## config.mk

```make
export PLATFORM = sky130hd
export DESIGN_NAME = rgb_led_pulse_encoder_unit_flat
export DESIGN_NICKNAME = d
export VERILOG_FILES = /design/src/hw/rtl/rlpe_pkg.sv /design/src/hw/rtl/rlpe_channels.sv /design/src/hw/rtl/rlpe_cfg_regs.sv /design/src/hw/rtl/rlpe_front.sv /design/src/hw/rtl/rlpe_cmd_fifo.sv /design/src/hw/rtl/rlpe_back.sv /design/src/hw/rtl/rgb_led_pulse_encoder_unit.sv /design/src/flat_wrapper.sv
export SDC_FILE = /design/constraint.sdc
export NUM_CORES = 1
export LEC_CHECK = 0
export ABC_AREA = 1
export BUFFER_PORTS_ARGS = -buffer_cell sky130_fd_sc_hd__buf_4
export CAP_MARGIN = 20
export CORE_ASPECT_RATIO = 0.8
export CORE_MARGIN = 1.5
export CORE_UTILIZATION = 40
export DETAILED_ROUTE_END_ITERATION = 8
export MAX_ROUTING_LAYER = met4
export PLACE_DENSITY = 0.58
export SLEW_MARGIN = 15
export SYNTH_ARGS = -nofsm -noshare
export SYNTH_HDL_FRONTEND = slang
export SYNTH_SLANG_ARGS = --single-unit
```

## constraint.sdc

```tcl
create_clock -name clock -period 3.4 [get_ports clock]
set_input_delay 0.68 -clock clock [delete_from_list [all_inputs] [get_ports clock]]
set_output_delay 0.68 -clock clock [all_outputs]
set_load 0.005 [all_outputs]
```

## src/hw/rtl/rlpe_pkg.sv

```systemverilog
// Shared types and constants for the single-wire RGB LED pulse encoder.
// Used by the channel interfaces and every RTL module of the block but the command queue; no dependencies.
`default_nettype none

package rlpe_pkg;

   localparam int unsigned DUR_W       = 16;
   localparam int unsigned COLOR_W     = 8;
   localparam int unsigned CSR_INDEX_W = 3;

   // command codes
   localparam logic OP_PIXEL = 1'b0;
   localparam logic OP_LATCH = 1'b1;

   // configuration register indexes
   localparam logic [CSR_INDEX_W-1:0] CSR_ZERO_HIGH = 3'd0;
   localparam logic [CSR_INDEX_W-1:0] CSR_ZERO_LOW  = 3'd1;
   localparam logic [CSR_INDEX_W-1:0] CSR_ONE_HIGH  = 3'd2;
   localparam logic [CSR_INDEX_W-1:0] CSR_ONE_LOW   = 3'd3;
   localparam logic [CSR_INDEX_W-1:0] CSR_LATCH_LOW = 3'd4;

   // register values after reset
   localparam logic [DUR_W-1:0] ZERO_HIGH_RESET = 16'd50;
   localparam logic [DUR_W-1:0] ZERO_LOW_RESET  = 16'd150;
   localparam logic [DUR_W-1:0] ONE_HIGH_RESET  = 16'd100;
   localparam logic [DUR_W-1:0] ONE_LOW_RESET   = 16'd100;
   localparam logic [DUR_W-1:0] LATCH_LOW_RESET = 16'd13333;

   typedef struct packed {
      logic [DUR_W-1:0] zero_high;
      logic [DUR_W-1:0] zero_low;
      logic [DUR_W-1:0] one_high;
      logic [DUR_W-1:0] one_low;
      logic [DUR_W-1:0] latch_low;
   } timing_type;

endpackage

`default_nettype wire

```

## src/hw/rtl/rlpe_channels.sv

```systemverilog
// Valid/ready channel interfaces: command input, segment output, register writes.
// Depends on rlpe_pkg for field widths.
`default_nettype none

interface rlpe_req_if;
   logic                             valid;
   logic                             ready;
   logic                             operation;
   logic [rlpe_pkg::COLOR_W-1:0]     red;
   logic [rlpe_pkg::COLOR_W-1:0]     green;
   logic [rlpe_pkg::COLOR_W-1:0]     blue;

   modport source (output valid, operation, red, green, blue, input ready);
   modport sink   (input valid, operation, red, green, blue, output ready);
endinterface

interface rlpe_rsp_if;
   logic                             valid;
   logic                             ready;
   logic                             pin_level;
   logic [rlpe_pkg::DUR_W-1:0]       duration;
   logic                             last_segment;

   modport source (output valid, pin_level, duration, last_segment, input ready);
   modport sink   (input valid, pin_level, duration, last_segment, output ready);
endinterface

interface rlpe_csr_if;
   logic                             valid;
   logic                             ready;
   logic [rlpe_pkg::CSR_INDEX_W-1:0] index;
   logic [rlpe_pkg::DUR_W-1:0]       data;

   modport source (output valid, index, data, input ready);
   modport sink   (input valid, index, data, output ready);
endinterface

`default_nettype wire

```

## src/hw/rtl/rlpe_cfg_regs.sv

```systemverilog
// Segment timing registers, written through the register write channel.
// Depends on rlpe_pkg and rlpe_csr_if.
`default_nettype none

module rlpe_cfg_regs (
   input  wire logic          clock,
   input  wire logic          reset,
   rlpe_csr_if.sink           csr_chan,
   output rlpe_pkg::timing_type timing
);

   rlpe_pkg::timing_type timing_ff;

   assign csr_chan.ready = 1'b1;
   assign timing         = timing_ff;

   always_ff @(posedge clock) begin
      if (reset) begin
         timing_ff.zero_high <= rlpe_pkg::ZERO_HIGH_RESET;
         timing_ff.zero_low  <= rlpe_pkg::ZERO_LOW_RESET;
         timing_ff.one_high  <= rlpe_pkg::ONE_HIGH_RESET;
         timing_ff.one_low   <= rlpe_pkg::ONE_LOW_RESET;
         timing_ff.latch_low <= rlpe_pkg::LATCH_LOW_RESET;
      end else if (csr_chan.valid) begin
         // drop writes to unknown indexes
         case (csr_chan.index)
            rlpe_pkg::CSR_ZERO_HIGH: timing_ff.zero_high <= csr_chan.data;
            rlpe_pkg::CSR_ZERO_LOW:  timing_ff.zero_low  <= csr_chan.data;
            rlpe_pkg::CSR_ONE_HIGH:  timing_ff.one_high  <= csr_chan.data;
            rlpe_pkg::CSR_ONE_LOW:   timing_ff.one_low   <= csr_chan.data;
            rlpe_pkg::CSR_LATCH_LOW: timing_ff.latch_low <= csr_chan.data;
            default: ;
         endcase
      end
   end

endmodule

`default_nettype wire

```

## src/hw/rtl/rlpe_front.sv

```systemverilog
// Command front end: accepts items, classifies them and packs pixel bits for the queue.
// Depends on rlpe_pkg and rlpe_req_if.
`default_nettype none

module rlpe_front #(
   parameter int unsigned COLOR_BITS = 8
) (
   rlpe_req_if.sink                  req_chan,
   input  wire logic                 queue_full,
   output logic                      push,
   output logic                      push_op,
   output logic [3*COLOR_BITS-1:0]   push_word
);

   logic [COLOR_BITS+rlpe_pkg::COLOR_W-1:0] green_wide;
   logic [COLOR_BITS+rlpe_pkg::COLOR_W-1:0] red_wide;
   logic [COLOR_BITS+rlpe_pkg::COLOR_W-1:0] blue_wide;

   assign req_chan.ready = !queue_full;
   assign push           = req_chan.valid && !queue_full;
   assign push_op        = req_chan.operation;

   // zero-extend, then keep the low COLOR_BITS of each color
   assign green_wide = {{COLOR_BITS{1'b0}}, req_chan.green};
   assign red_wide   = {{COLOR_BITS{1'b0}}, req_chan.red};
   assign blue_wide  = {{COLOR_BITS{1'b0}}, req_chan.blue};

   always_comb begin
      if (req_chan.operation == rlpe_pkg::OP_PIXEL) begin
         push_word = {green_wide[COLOR_BITS-1:0], red_wide[COLOR_BITS-1:0],
                      blue_wide[COLOR_BITS-1:0]};
      end else begin
         push_word = '0;
      end
   end

endmodule

`default_nettype wire

```

## src/hw/rtl/rlpe_cmd_fifo.sv

```systemverilog
// Two-entry command queue between the front end and the segment serializer.
// No package dependencies.
`default_nettype none

module rlpe_cmd_fifo #(
   parameter int unsigned WIDTH = 25
) (
   input  wire logic             clock,
   input  wire logic             reset,
   input  wire logic             push,
   input  wire logic [WIDTH-1:0] push_data,
   output logic                  full,
   input  wire logic             pop,
   output logic [WIDTH-1:0]      pop_data,
   output logic                  not_empty
);

   logic [WIDTH-1:0] mem_ff [2];
   logic             wr_ptr_ff, wr_ptr_in;
   logic             rd_ptr_ff, rd_ptr_in;
   logic [1:0]       count_ff, count_in;

   assign full      = (count_ff == 2'd2);
   assign not_empty = (count_ff != 2'd0);
   assign pop_data  = mem_ff[rd_ptr_ff];

   always_comb begin
      wr_ptr_in = push ? !wr_ptr_ff : wr_ptr_ff;
      rd_ptr_in = pop  ? !rd_ptr_ff : rd_ptr_ff;
      case ({push, pop})
         2'b10:   count_in = count_ff + 2'd1;
         2'b01:   count_in = count_ff - 2'd1;
         default: count_in = count_ff;
      endcase
   end

   always_ff @(posedge clock) begin
      if (reset) begin
         wr_ptr_ff <= 1'b0;
         rd_ptr_ff <= 1'b0;
         count_ff  <= 2'd0;
      end else begin
         wr_ptr_ff <= wr_ptr_in;
         rd_ptr_ff <= rd_ptr_in;
         count_ff  <= count_in;
      end
   end

   always_ff @(posedge clock) begin
      if (push) begin
         mem_ff[wr_ptr_ff] <= push_data;
      end
   end

`ifndef NO_ASSERTIONS
   a_count_bound: assert property (@(posedge clock) disable iff (reset)
      count_ff != 2'd3)
      else $error("command queue count out of range");
   a_no_overflow: assert property (@(posedge clock) disable iff (reset)
      push |-> !full)
      else $error("push into full command queue");
   a_no_underflow: assert property (@(posedge clock) disable iff (reset)
      pop |-> not_empty)
      else $error("pop from empty command queue");
`endif

endmodule

`default_nettype wire

```

## src/hw/rtl/rlpe_back.sv

```systemverilog
// Segment serializer: turns queued commands into high/low segments, one per cycle while the output is not stalled.
// Depends on rlpe_pkg and rlpe_rsp_if.
`default_nettype none

module rlpe_back #(
   parameter int unsigned COLOR_BITS = 8
) (
   input  wire logic                    clock,
   input  wire logic                    reset,
   input  wire rlpe_pkg::timing_type    timing,
   input  wire logic                    cmd_valid,
   input  wire logic                    cmd_op,
   input  wire logic [3*COLOR_BITS-1:0] cmd_word,
   output logic                         cmd_pop,
   rlpe_rsp_if.source                   rsp_chan
);

   localparam int unsigned TOTAL = 3 * COLOR_BITS;
   localparam int unsigned CNT_W = $clog2(TOTAL);

   logic                      active_ff, active_in;
   logic [TOTAL-1:0]          shift_ff, shift_in;
   logic [CNT_W-1:0]          cnt_ff, cnt_in;
   logic                      phase_ff, phase_in;
   logic                      out_valid_ff;
   logic                      out_level_ff;
   logic [rlpe_pkg::DUR_W-1:0] out_dur_ff;
   logic                      out_last_ff;

   logic                      cur_op;
   logic [TOTAL-1:0]          cur_shift;
   logic [CNT_W-1:0]          cur_cnt;
   logic                      cur_phase;
   logic                      cur_bit;
   logic                      advance;
   logic                      seg_level;
   logic [rlpe_pkg::DUR_W-1:0] seg_dur;
   logic                      seg_last;

   // work straight off the queue head when idle, so no bubble between commands
   assign cur_op    = active_ff ? rlpe_pkg::OP_PIXEL : cmd_op;
   assign cur_shift = active_ff ? shift_ff : cmd_word;
   assign cur_cnt   = active_ff ? cnt_ff : '0;
   assign cur_phase = active_ff ? phase_ff : 1'b0;
   assign cur_bit   = cur_shift[TOTAL-1];

   assign advance = (active_ff || cmd_valid) && (!out_valid_ff || rsp_chan.ready);
   assign cmd_pop = advance && !active_ff;

   always_comb begin
      if (cur_op == rlpe_pkg::OP_LATCH) begin
         seg_level = 1'b0;
         seg_dur   = timing.latch_low;
         seg_last  = 1'b1;
      end else if (!cur_phase) begin
         seg_level = 1'b1;
         seg_dur   = cur_bit ? timing.one_high : timing.zero_high;
         seg_last  = 1'b0;
      end else begin
         seg_level = 1'b0;
         seg_dur   = cur_bit ? timing.one_low : timing.zero_low;
         seg_last  = (cur_cnt == CNT_W'(TOTAL - 1));
      end
   end

   always_comb begin
      active_in = active_ff;
      shift_in  = shift_ff;
      cnt_in    = cnt_ff;
      phase_in  = phase_ff;
      if (advance) begin
         active_in = !seg_last;
         if (cur_phase) begin
            // low segment done: advance to the next bit
            shift_in = {cur_shift[TOTAL-2:0], 1'b0};
            cnt_in   = cur_cnt + CNT_W'(1);
            phase_in = 1'b0;
         end else begin
            shift_in = cur_shift;
            cnt_in   = cur_cnt;
            phase_in = 1'b1;
         end
      end
   end

   always_ff @(posedge clock) begin
      if (reset) begin
         active_ff    <= 1'b0;
         cnt_ff       <= '0;
         phase_ff     <= 1'b0;
         out_valid_ff <= 1'b0;
      end else begin
         active_ff <= active_in;
         cnt_ff    <= cnt_in;
         phase_ff  <= phase_in;
         if (advance) begin
            out_valid_ff <= 1'b1;
         end else if (rsp_chan.ready) begin
            out_valid_ff <= 1'b0;
         end
      end
   end

   always_ff @(posedge clock) begin
      shift_ff <= shift_in;
      if (advance) begin
         out_level_ff <= seg_level;
         out_dur_ff   <= seg_dur;
         out_last_ff  <= seg_last;
      end
   end

   assign rsp_chan.valid        = out_valid_ff;
   assign rsp_chan.pin_level    = out_level_ff;
   assign rsp_chan.duration     = out_dur_ff;
   assign rsp_chan.last_segment = out_last_ff;

`ifndef NO_ASSERTIONS
   a_cnt_range: assert property (@(posedge clock) disable iff (reset)
      active_ff |-> (cnt_ff < CNT_W'(TOTAL)))
      else $error("bit counter past end of pixel");
   a_last_ends_cmd: assert property (@(posedge clock) disable iff (reset)
      (advance && seg_last) |=> !active_ff)
      else $error("serializer still busy after last segment");
   a_mid_keeps_cmd: assert property (@(posedge clock) disable iff (reset)
      (advance && !seg_last) |=> active_ff)
      else $error("serializer dropped a command mid-pixel");
`endif

endmodule

`default_nettype wire

```

## src/hw/rtl/rgb_led_pulse_encoder_unit.sv

```systemverilog
// Single-wire RGB LED pulse encoder, top level.
// The first segment of an item passes the command queue and the serializer's output register before it is valid.
// A pixel item becomes 6*COLOR_BITS segments (48 by default), a latch item one; the serializer
// emits one segment per cycle while the output is not stalled, and a 2-entry queue feeds it.
// Reset (synchronous, active high): timing registers to defaults, queue and output empty.
// Depends on rlpe_pkg, the channel interfaces and the rlpe_* modules.
`default_nettype none

module rgb_led_pulse_encoder_unit #(
   parameter int unsigned COLOR_BITS = 8
) (
   input  wire logic   clock,
   input  wire logic   reset,
   rlpe_req_if.sink    req_chan,
   rlpe_rsp_if.source  rsp_chan,
   rlpe_csr_if.sink    csr_chan
);

   localparam int unsigned WORD_W = 3 * COLOR_BITS;

   rlpe_pkg::timing_type timing;
   logic                 push;
   logic                 push_op;
   logic [WORD_W-1:0]    push_word;
   logic                 queue_full;
   logic                 queue_pop;
   logic [WORD_W:0]      queue_head;
   logic                 queue_not_empty;

   rlpe_cfg_regs u_cfg (
      .clock    (clock),
      .reset    (reset),
      .csr_chan (csr_chan),
      .timing   (timing)
   );

   rlpe_front #(.COLOR_BITS(COLOR_BITS)) u_front (
      .req_chan   (req_chan),
      .queue_full (queue_full),
      .push       (push),
      .push_op    (push_op),
      .push_word  (push_word)
   );

   rlpe_cmd_fifo #(.WIDTH(WORD_W + 1)) u_queue (
      .clock     (clock),
      .reset     (reset),
      .push      (push),
      .push_data ({push_op, push_word}),
      .full      (queue_full),
      .pop       (queue_pop),
      .pop_data  (queue_head),
      .not_empty (queue_not_empty)
   );

   rlpe_back #(.COLOR_BITS(COLOR_BITS)) u_back (
      .clock     (clock),
      .reset     (reset),
      .timing    (timing),
      .cmd_valid (queue_not_empty),
      .cmd_op    (queue_head[WORD_W]),
      .cmd_word  (queue_head[WORD_W-1:0]),
      .cmd_pop   (queue_pop),
      .rsp_chan  (rsp_chan)
   );

endmodule

`default_nettype wire

```

## src/flat_wrapper.sv

```systemverilog
// flat-port wrapper written by rule: the top's interface ports become plain ports
module rgb_led_pulse_encoder_unit_flat 
#(
   parameter int unsigned COLOR_BITS = 8
)
  (clock, reset, req_chan_valid, req_chan_operation, req_chan_red, req_chan_green, req_chan_blue, req_chan_ready, rsp_chan_valid, rsp_chan_pin_level, rsp_chan_duration, rsp_chan_last_segment, rsp_chan_ready, csr_chan_valid, csr_chan_index, csr_chan_data, csr_chan_ready);
  rlpe_req_if req_chan_i ();
  rlpe_rsp_if rsp_chan_i ();
  rlpe_csr_if csr_chan_i ();
  input  wire logic clock;
  input  wire logic reset;
  input wire logic [$bits(req_chan_i.valid)-1:0] req_chan_valid;
  input wire logic [$bits(req_chan_i.operation)-1:0] req_chan_operation;
  input wire logic [$bits(req_chan_i.red)-1:0] req_chan_red;
  input wire logic [$bits(req_chan_i.green)-1:0] req_chan_green;
  input wire logic [$bits(req_chan_i.blue)-1:0] req_chan_blue;
  output wire logic [$bits(req_chan_i.ready)-1:0] req_chan_ready;
  output wire logic [$bits(rsp_chan_i.valid)-1:0] rsp_chan_valid;
  output wire logic [$bits(rsp_chan_i.pin_level)-1:0] rsp_chan_pin_level;
  output wire logic [$bits(rsp_chan_i.duration)-1:0] rsp_chan_duration;
  output wire logic [$bits(rsp_chan_i.last_segment)-1:0] rsp_chan_last_segment;
  input wire logic [$bits(rsp_chan_i.ready)-1:0] rsp_chan_ready;
  input wire logic [$bits(csr_chan_i.valid)-1:0] csr_chan_valid;
  input wire logic [$bits(csr_chan_i.index)-1:0] csr_chan_index;
  input wire logic [$bits(csr_chan_i.data)-1:0] csr_chan_data;
  output wire logic [$bits(csr_chan_i.ready)-1:0] csr_chan_ready;
  assign req_chan_i.valid = req_chan_valid;
  assign req_chan_i.operation = req_chan_operation;
  assign req_chan_i.red = req_chan_red;
  assign req_chan_i.green = req_chan_green;
  assign req_chan_i.blue = req_chan_blue;
  assign req_chan_ready = req_chan_i.ready;
  assign rsp_chan_valid = rsp_chan_i.valid;
  assign rsp_chan_pin_level = rsp_chan_i.pin_level;
  assign rsp_chan_duration = rsp_chan_i.duration;
  assign rsp_chan_last_segment = rsp_chan_i.last_segment;
  assign rsp_chan_i.ready = rsp_chan_ready;
  assign csr_chan_i.valid = csr_chan_valid;
  assign csr_chan_i.index = csr_chan_index;
  assign csr_chan_i.data = csr_chan_data;
  assign csr_chan_ready = csr_chan_i.ready;
  rgb_led_pulse_encoder_unit #(.COLOR_BITS(COLOR_BITS)) u_core (.clock(clock), .reset(reset), .req_chan(req_chan_i), .rsp_chan(rsp_chan_i), .csr_chan(csr_chan_i));
endmodule
```

==> results of run 1 <==
-- report_power, final --
part / switching [µW] / internal (µW)
Clock: 868 / 1120
Combinational: 1240 / 637
Sequential: 220 / 2970
-- logic make-up after synthesis --
| group | Yosys count |
|---|---|
| simple gates | 340 |
| compound gates | 196 |
| other cells | 1 |
| flops | 185 |
| xor+xnor | 2 |
| fa+ha+maj | 2 |
| buf+inv | 154 |
-- registers in the layout, summed over array words and instances, names as in the netlist, named ones only --
signal / flops
u_core.u_back.rsp_chan.valid: 1
u_core.u_queue.count_ff: 2
u_core.u_queue.wr_ptr_ff: 1
u_core.u_back.cnt_ff: 5
u_core.u_queue.rd_ptr_ff: 1
u_core.u_back.rsp_chan.last_segment: 1
u_core.u_back.phase_ff: 1
u_core.u_back.rsp_chan.duration: 16
u_core.u_queue.mem_ff: 50
u_core.u_back.active_ff: 1
u_core.u_back.shift_ff: 24
u_core.u_cfg.timing: 80
u_core.u_back.rsp_chan.pin_level: 1
-- worst max-delay path, delay by kind of cell (launching register included) --
kind,cells,cell delay [ns]
and+or+nand+nor,6,1.18
DFF,1,0.63
AOI/OAI and AO/OA,1,0.36
-- synth_stat cells, drive strengths merged --
cell type  number
inv           107
a21oi          44
nand3          53
o221ai         15
o22ai           1
nor3            2
nand4           1
ha              2
buf            19
dfxtp          93
nand2         139
a211oi          1
or2             2
clkinv          1
clkbuf         27
xor2            2
o21ai         109
a22oi           7
conb            1
edfxtp         92
nor2          143
o211ai         19
-- worst min-delay path by stage --
stage	endpoint	slack (ns)	cells past startpoint
after detailed placement	u_core.u_cfg.timing[27]	0.45	2
after CTS	u_core.u_cfg.timing[27]	0.46	2
after floorplan	u_core.u_cfg.timing[71]	0.43	2
after global placement	u_core.u_cfg.timing[25]	0.44	2
final	u_core.u_cfg.timing[27]	0.45	2
after global routing	u_core.u_cfg.timing[27]	0.48	2
-- layer usage --
| layer | track usage [%] | part of all wire (%) | up-vias |
|---|---|---|---|
| met5 | - | 0 | - |
| met4 | 5.04 | 1.3 | 0 |
| met3 | 4.24 | 4.0 | 17 |
| met2 | 29.9 | 44 | 124 |
| met1 | 27.4 | 50 | 2816 |
| li1 | - | - | 3036 |
-- metrics by stage --
step / power [µW] / worst slack (ns) / hold WS [ns] / utilization [%]
final: 7040 / 0.993 / 0.453 / 47.8
after detailed placement: 5140 / 0.985 / 0.446 / 44.6
after floorplan: 4420 / 1.13 / 0.430 / -
after CTS: 7120 / 0.970 / 0.457 / 47.8
after global routing: 7490 / 0.695 / 0.475 / 47.8
after global placement: 5110 / 1.12 / 0.443 / 44.6
-- layout by cell type (no fill, tap or decap), types with 2 or more instances in the layout --
master	count
nand2_1	138
nor2_1	138
inv_1	101
o21ai_0	99
dfxtp_1	93
edfxtp_1	92
buf_4	81
nand3_1	53
a21oi_1	43
clkbuf_16	20
o211ai_1	19
o221ai_1	15
o21ai_1	10
a22oi_1	7
inv_2	5
nor2_2	4
inv_6	3
clkinv_1	2
xor2_1	2
nor3_1	2
ha_1	2
clkbuf_8	2
inv_4	2
clkinv_2	2
clkinv_4	2
-- cell type report --
class,count,area (µm²),area share (%)
inverter,108,405,4.46
clock buffer,22,528,5.80
timing repair buffer,81,608,6.68
sequential,185,4620,50.8
clock inverter,10,73.8,0.811
tap,258,323,3.55
multi-input combinational,541,2540,27.9
==> impl_metrics.yaml, run 1 <==
timing:
  slew_violations: 0
  fin_crit_ns: 2.41
  rsz0062_at_grt: "false"
  period_share_pct: 70.8
  fin_tns_setup_ns: 0
  max_slew.worst_pin.slew_ns: 0.845
  finalHoldViolCount: 0
  fin_skew_ns: 0.0112
  relSlewSlack_pct: 43.6
  setup_viol: 0
  fmax_mhz: 415
pwr:
  power.density_nw_per_um2: 774
  p_leak_uw: 0.00380
  ir_drop_mv: 0.396
synth:
  synth_top_family_by_area: "simple AND/OR/NAND/NOR gates"
  ys_ff_latch: 185
  synthTopCellsByArea: "edfxtp_1 (36%), dfxtp_1 (24%), nor2_1 (6.8%)"
  synth_xor_area_share_pct: 0.225
  synth_fa_ha_area_share_pct: 0.322
  synth_compound_area_share_pct: 14.4
  syn_inst: 880
  synth_area_um2: 7770
  yosysTopAreaCell: "edfxtp_1"
  synth_top_area_share_pct: 35.5
  seq_area_frac_synth_pct: 59.5
  postSynthAreaPerCell_um2: 8.83
  synth.mux.area_fraction_pct: 0
  yosys.area_share.simple_pct: 17.6
  synth_cell_types: 31
  yosys_warnings: 0
  syn_nets: 931
setup_path:
  rrSetupSlack_ns: 0.99
  r2r-end: "u_core.u_back.rsp_chan.duration[5]"
  crit_type: "register to register"
  worst_ep_arrival_time_ns: 2.60
  critical_path.max_stage_delay_ns: 0.63
  path_common_cell: "nand2_1"
  crit_path_cell_trace: "nand2_1 -> nand3_1 -> nand2_2 -> o21ai_0 -> nand2_1 -> nand2_1 -> nand2_1"
  crit_path_end_kind: "register"
  setup.worst_path.end: "u_core.u_back.rsp_chan.duration[5]"
  cp_data_required_time_ns: 3.59
  cp_slowest_cell: "dfxtp_1"
  r2r_cells: 7
  critPathMaxFanout: 37
  start_kind: "register"
routing:
  vias_per_cell: 4.97
  wirelength_um: 18600
  wl_per_cell_um: 15.5
  vias: 5993
  ant_nets: 0
  drt_pass1_iterations: 5
  drtIter0Drc: 486
  remaining_drc_errors: 0
clock_network:
  clkTransAtPathRegs_ns: 0.07
  cts_made_buffers: 17
  htree_num_levels: 4
  cts_tree: "yes"
  clock_sinks: 185
  clockBufferDepth: 2
  post_cts_resized: 0
  clk-insertion-delay-late_ns: 0.43
  cts-root-buf: "clkbuf_16"
  post_cts_buffers: 0
  postCtsHoldBufs: 0
placed_design:
  dp_hpwl_um: 11900
  routabilityCongestion: 0.840
  placed_area_um2: 8500
  io_buffers: 68
  dp.cells: 1173
status:
  status: "finished, final reports clean"
floorplan:
  rows: 45
  io-pin-count: 70
  coreArea_um2: 19000
  initial_core_util_pct: 40.8
  fp.dieArea_um2: 20300
  die_x_um: 159
  die_h_um: 128
cells_and_area:
  n_antenna_cell: 0
  synthToLayoutAreaGrowth_pct: 17.1
  final_cell_area_um2: 9100
  fillerInstances: 1888
  drive_gt1_share_pct: 13.3
  fin_cells: 1205
  layout.nets: 985
global_routing:
  overflow: 0
  grt_pass1_vias: 5698
  antenna_found_initial: 0
  grt_usage_pct: 19.9
  grt_max_degree: 75
  grt_first_pass_wirelength_um: 30600
hold_path:
  hp-class: "register to register"
  holdCritStartpoint: "u_core.u_cfg.timing[27]"
job:
  max_cap_violations: 0
Power figures use the tool's default switching activity.
==> run 2, diff against run 1 <==
--- a/config.mk
+++ b/config.mk
@@ -13,7 +13,7 @@
 export CORE_UTILIZATION = 40
 export DETAILED_ROUTE_END_ITERATION = 8
 export MAX_ROUTING_LAYER = met4
-export PLACE_DENSITY = 0.58
+export PLACE_DENSITY = 0.61
 export SLEW_MARGIN = 15
 export SYNTH_ARGS = -nofsm -noshare
 export SYNTH_HDL_FRONTEND = slang
==> constraint.sdc (replaced) <==
create_clock -name clock -period 2 [get_ports clock]
set_input_delay 0.4 -clock clock [delete_from_list [all_inputs] [get_ports clock]]
set_output_delay 0.4 -clock clock [all_outputs]
set_load 0.005 [all_outputs]
==> impl_metrics.yaml, run 2 (synthesis gave the netlist of run 1 again) <==
status:
  status: "finished, final reports clean"
cells_and_area:
  multiInputGateArea_um2: 2540
  layout.nets: 1010
  final_cell_mix: "nand2_1 (138), nor2_1 (138), buf_4 (104)"
  synthToLayoutAreaGrowth_pct: 19.8
  regArea_um2: 4620
  largest_register_ffs: 80
  fillerInstances: 1856
  drive_gt1_share_pct: 15.4
  n_antenna_cell: 0
timing:
  fin_crit_ns: 1.74
  setup_viol: 0
  fin_skew_ns: 0.00766
  max_slew.worst_pin.slew_ns: 0.600
  fmax_mhz: 573
  period_share_pct: 87.2
  hold_ws_ns: 0.221
  finalHoldViolCount: 0
  relSlewSlack_pct: 59.9
  fin_tns_setup_ns: 0
  slew_violations: 0
  rsz0062_at_grt: "false"
pwr:
  power.density_nw_per_um2: 1320
  p_leak_uw: 0.00392
  ir_drop_mv: 0.594
floorplan:
  die_x_um: 159
  coreArea_um2: 19000
  fp.dieArea_um2: 20300
  io-pin-count: 70
  rows: 45
  die_h_um: 128
  initial_core_util_pct: 40.8
setup_path:
  cp_data_required_time_ns: 2.17
  worst_ep_arrival_time_ns: 1.91
  r2r-end: "u_core.u_back.rsp_chan.duration[7]"
  critPathMaxFanout: 25
  rrSetupSlack_ns: 0.26
  crit_path_end_kind: "register"
  r2r_cells: 7
  crit_type: "register to register"
  start_kind: "register"
clock_network:
  postCtsHoldBufs: 0
  post_cts_buffers: 0
  clock_sinks: 185
  cts_tree: "yes"
  clk-insertion-delay-late_ns: 0.43
  clkTransAtPathRegs_ns: 0.07
  cts_made_buffers: 17
  post_cts_resized: 0
  cts-root-buf: "clkbuf_16"
  clockBufferDepth: 2
  htree_num_levels: 4
job:
  max_cap_violations: 0
placed_design:
  io_buffers: 68
  dp_hpwl_um: 12000
  routabilityCongestion: 0.836
routing:
  remaining_drc_errors: 0
  vias: 6058
  ant_nets: 0
  drtIter0Drc: 451
  drt_pass1_iterations: 5
  wirelength_um: 17900
  wl_per_cell_um: 14.5
  vias_per_cell: 4.93
global_routing:
  overflow: 0
  grt_pass1_vias: 5753
  antenna_found_initial: 0
  grt_first_pass_wirelength_um: 29400
  grt_max_degree: 77
  grt_usage_pct: 19.0
hold_path:
  worstHoldPathCells: 3
  hold_path_end: "u_core.u_cfg.timing[10]"
  holdCritStartpoint: "csr_chan_data[10]"
  hp-class: "input pin to register"
## run 2: final cells by class
cell class	count	area share (%)
clock inverters	12	1.47
repair buffers	106	8.82
inverters	108	4.40
flip-flops and latches	185	49.7
multi-input cells	541	27.3
clock buffers	20	4.91
well taps	258	3.47
## run 2: per-layer routing
layer	up-vias	wire, µm	track usage [%]
met1	2834	9080	26.1
met3	21	779	4.04
li1	3081	-	-
met4	0	218	5.99
met5	-	0	-
met2	122	7790	28.2
## run 2: worst max-delay path by stage
| stage | slack (ns) | start | cells past startpoint | endpoint |
|---|---|---|---|---|
| 2_1_floorplan | 0.20 | u_core.u_back.active_ff | 6 | u_core.u_back.active_ff |
| 3_3_place_gp | 0.30 | register | 7 | u_core.u_back.rsp_chan.duration[9] |
| 3_5_place_dp | 0.26 | register | 7 | u_core.u_back.rsp_chan.duration[7] |
| 4_1_cts | 0.24 | register | 7 | u_core.u_back.rsp_chan.duration[7] |
| 5_1_grt | 0.11 | register | 7 | u_core.u_back.rsp_chan.duration[12] |
| 6_report | 0.26 | register | 7 | u_core.u_back.rsp_chan.duration[7] |
## run 2: per-stage QoR
stage               instances  util [%]  total power [µW]  cell area (µm²)  setup WS (ns)
floorplan                 880         -              7520             7780          0.196
global placement         1198      45.8              8940             8710          0.304
detailed placement       1198      45.8              8970             8710          0.257
CTS                      1230      48.9             12400             9310          0.240
global route             1230      48.9             13000             9310          0.106
finish                   1230      48.9             12300             9310          0.255
## run 2: power breakdown
part	leakage, µW	total, µW	internal [µW]	switching, µW
clock network	0.000296	3400	1930	1470
logic	0.00197	3590	1330	2260
registers	0.00165	5320	5040	279
total	0.00392	12300	8290	4010
## run 2: worst max-delay path, stage by stage (launching register included)
cell and delay (ns):
dfxtp_1 0.37, buf_4 0.29, nand2_1 0.14, a21oi_4 0.22, nor2_2 0.11, buf_4 0.17
o211ai_1 0.09, nand3_1 0.09
==> run 3, diff against run 2 <==
--- a/config.mk
+++ b/config.mk
@@ -6,7 +6,7 @@
 export NUM_CORES = 1
 export LEC_CHECK = 0
 export ABC_AREA = 1
-export BUFFER_PORTS_ARGS = -buffer_cell sky130_fd_sc_hd__buf_4
+export BUFFER_PORTS_ARGS = -buffer_cell sky130_fd_sc_hd__buf_2
 export CAP_MARGIN = 20
 export CORE_ASPECT_RATIO = 0.8
 export CORE_MARGIN = 1.5
==> impl_metrics.yaml, run 3 (synthesis gave the netlist of run 1 again) <==
clock_network:
  clkTransAtPathRegs_ns: 0.07
  clockBufferDepth: 2
  htree_num_levels: 4
  post_cts_buffers: 0
  clk-insertion-delay-late_ns: 0.43
  postCtsHoldBufs: 0
  cts_made_buffers: 17
  post_cts_resized: 0
  cts_tree: "yes"
  cts-root-buf: "clkbuf_16"
  clock_sinks: 185
pwr:
  power.density_nw_per_um2: 1330
  p_leak_uw: 0.00385
  ir_drop_mv: 0.610
timing:
  fin_skew_ns: 0.00825
  slew_violations: 0
  fin_crit_ns: 1.74
  setup_viol: 0
  finalHoldViolCount: 0
  fin_tns_setup_ns: 0
  hold_ws_ns: 0.239
  rsz0062_at_grt: "false"
  period_share_pct: 86.9
  fmax_mhz: 576
hold_path:
  hold_path_end: "u_core.u_cfg.timing[55]"
  holdCritStartpoint: "csr_chan_data[7]"
  hp-class: "input pin to register"
  worstHoldPathCells: 3
setup_path:
  cp_data_required_time_ns: 2.18
  start_kind: "register"
  critPathMaxFanout: 15
  r2r_cells: 7
  crit_type: "register to register"
  worst_ep_arrival_time_ns: 1.92
  rrSetupSlack_ns: 0.26
  crit_path_end_kind: "register"
  r2r-end: "u_core.u_back.rsp_chan.duration[14]"
global_routing:
  grt_first_pass_wirelength_um: 29600
  grt_usage_pct: 19.1
  grt_pass1_vias: 5747
  overflow: 0
  antenna_found_initial: 0
  grt_max_degree: 59
placed_design:
  dp_hpwl_um: 12100
  io_buffers: 68
  routabilityCongestion: 0.790
routing:
  ant_nets: 0
  wirelength_um: 17900
  remaining_drc_errors: 0
  drt_pass1_iterations: 5
  wl_per_cell_um: 14.5
  drtIter0Drc: 491
  vias_per_cell: 4.94
  vias: 6081
cells_and_area:
  synthToLayoutAreaGrowth_pct: 17.5
  layout.nets: 1011
  largest_register_ffs: 80
  drive_gt1_share_pct: 15.2
  final_cell_mix: "nand2_1 (138), nor2_1 (138), inv_1 (101)"
  n_antenna_cell: 0
status:
  status: "finished, final reports clean"
floorplan:
  rows: 45
  coreArea_um2: 19000
  io-pin-count: 70
  initial_core_util_pct: 40.8
  fp.dieArea_um2: 20300
  die_h_um: 128
  die_x_um: 159
job:
  max_cap_violations: 0
-- run 3: cell count changes in the layout (fill, tap and decap cells not counted) --
| cell | change |
|---|---|
| clkbuf_8 | -2 |
| clkinv_2 | -2 |
| clkinvlp_4 | +1 |
| buf_4 | -66 |
| inv_6 | -1 |
| inv_8 | +1 |
| bufinv_16 | +1 |
| clkbuf_1 | -1 |
| buf_12 | -1 |
| clkinv_4 | -1 |
| clkinv_1 | +3 |
| buf_2 | +68 |
-- run 3: critical path, stage by stage (launching register included) --
cell and delay (ns):
dfxtp_1 0.39, buf_4 0.23, nand2_1 0.12, a21oi_4 0.20
inv_2 0.14, or2_2 0.29, nand2_1 0.07, nor2_1 0.04
-- run 3: worst max path at each step --
| stage | slack [ns] | startpoint | endpoint | depth (start not counted) |
|---|---|---|---|---|
| 6_report | 0.26 | register | u_core.u_back.rsp_chan.duration[14] | 7 |
| 3_5_place_dp | 0.26 | register | u_core.u_back.rsp_chan.duration[14] | 7 |
| 2_1_floorplan | 0.20 | u_core.u_back.active_ff | u_core.u_back.active_ff | 6 |
| 3_3_place_gp | 0.31 | register | u_core.u_back.rsp_chan.duration[14] | 7 |
| 5_1_grt | 0.16 | register | u_core.u_back.rsp_chan.duration[14] | 7 |
| 4_1_cts | 0.24 | register | u_core.u_back.rsp_chan.duration[14] | 7 |
-- run 3: layer usage --
metal	vias to the layer above	GRT usage (%)	routed length [µm]
met5	-	-	0
met3	16	3.66	627
met1	2872	26.3	9140
met4	0	4.65	194
li1	3084	-	-
met2	109	29.1	7900
-- run 3: where the power goes --
group	internal (µW)	switching [µW]	total (µW)	leakage, µW
Sequential	5040	275	5310	0.00165
Clock	1970	1450	3420	0.000289
Combinational	1180	2230	3410	0.00192
-- run 3: per-stage QoR --
stage	setup WS, ns	utilization [%]	instance area (µm²)	total power [µW]	instances
2_1_floorplan	0.196	-	7780	7520	880
3_3_place_gp	0.309	44.9	8540	8790	1199
3_5_place_dp	0.263	44.9	8540	8840	1199
4_1_cts	0.241	48.0	9130	12300	1230
5_1_grt	0.155	48.0	9130	12900	1230
6_report	0.262	48.0	9130	12100	1230
-- run 3: final cells by class --
type / instances / area [µm²]
Inverter: 108 / 409
Tap cell: 258 / 323
Timing Repair Buffer: 107 / 646
Clock inverter: 14 / 169
Multi-Input combinational cell: 541 / 2540
Sequential cell: 185 / 4620
Fill cell: 1837 / 9900
Clock buffer: 17 / 425
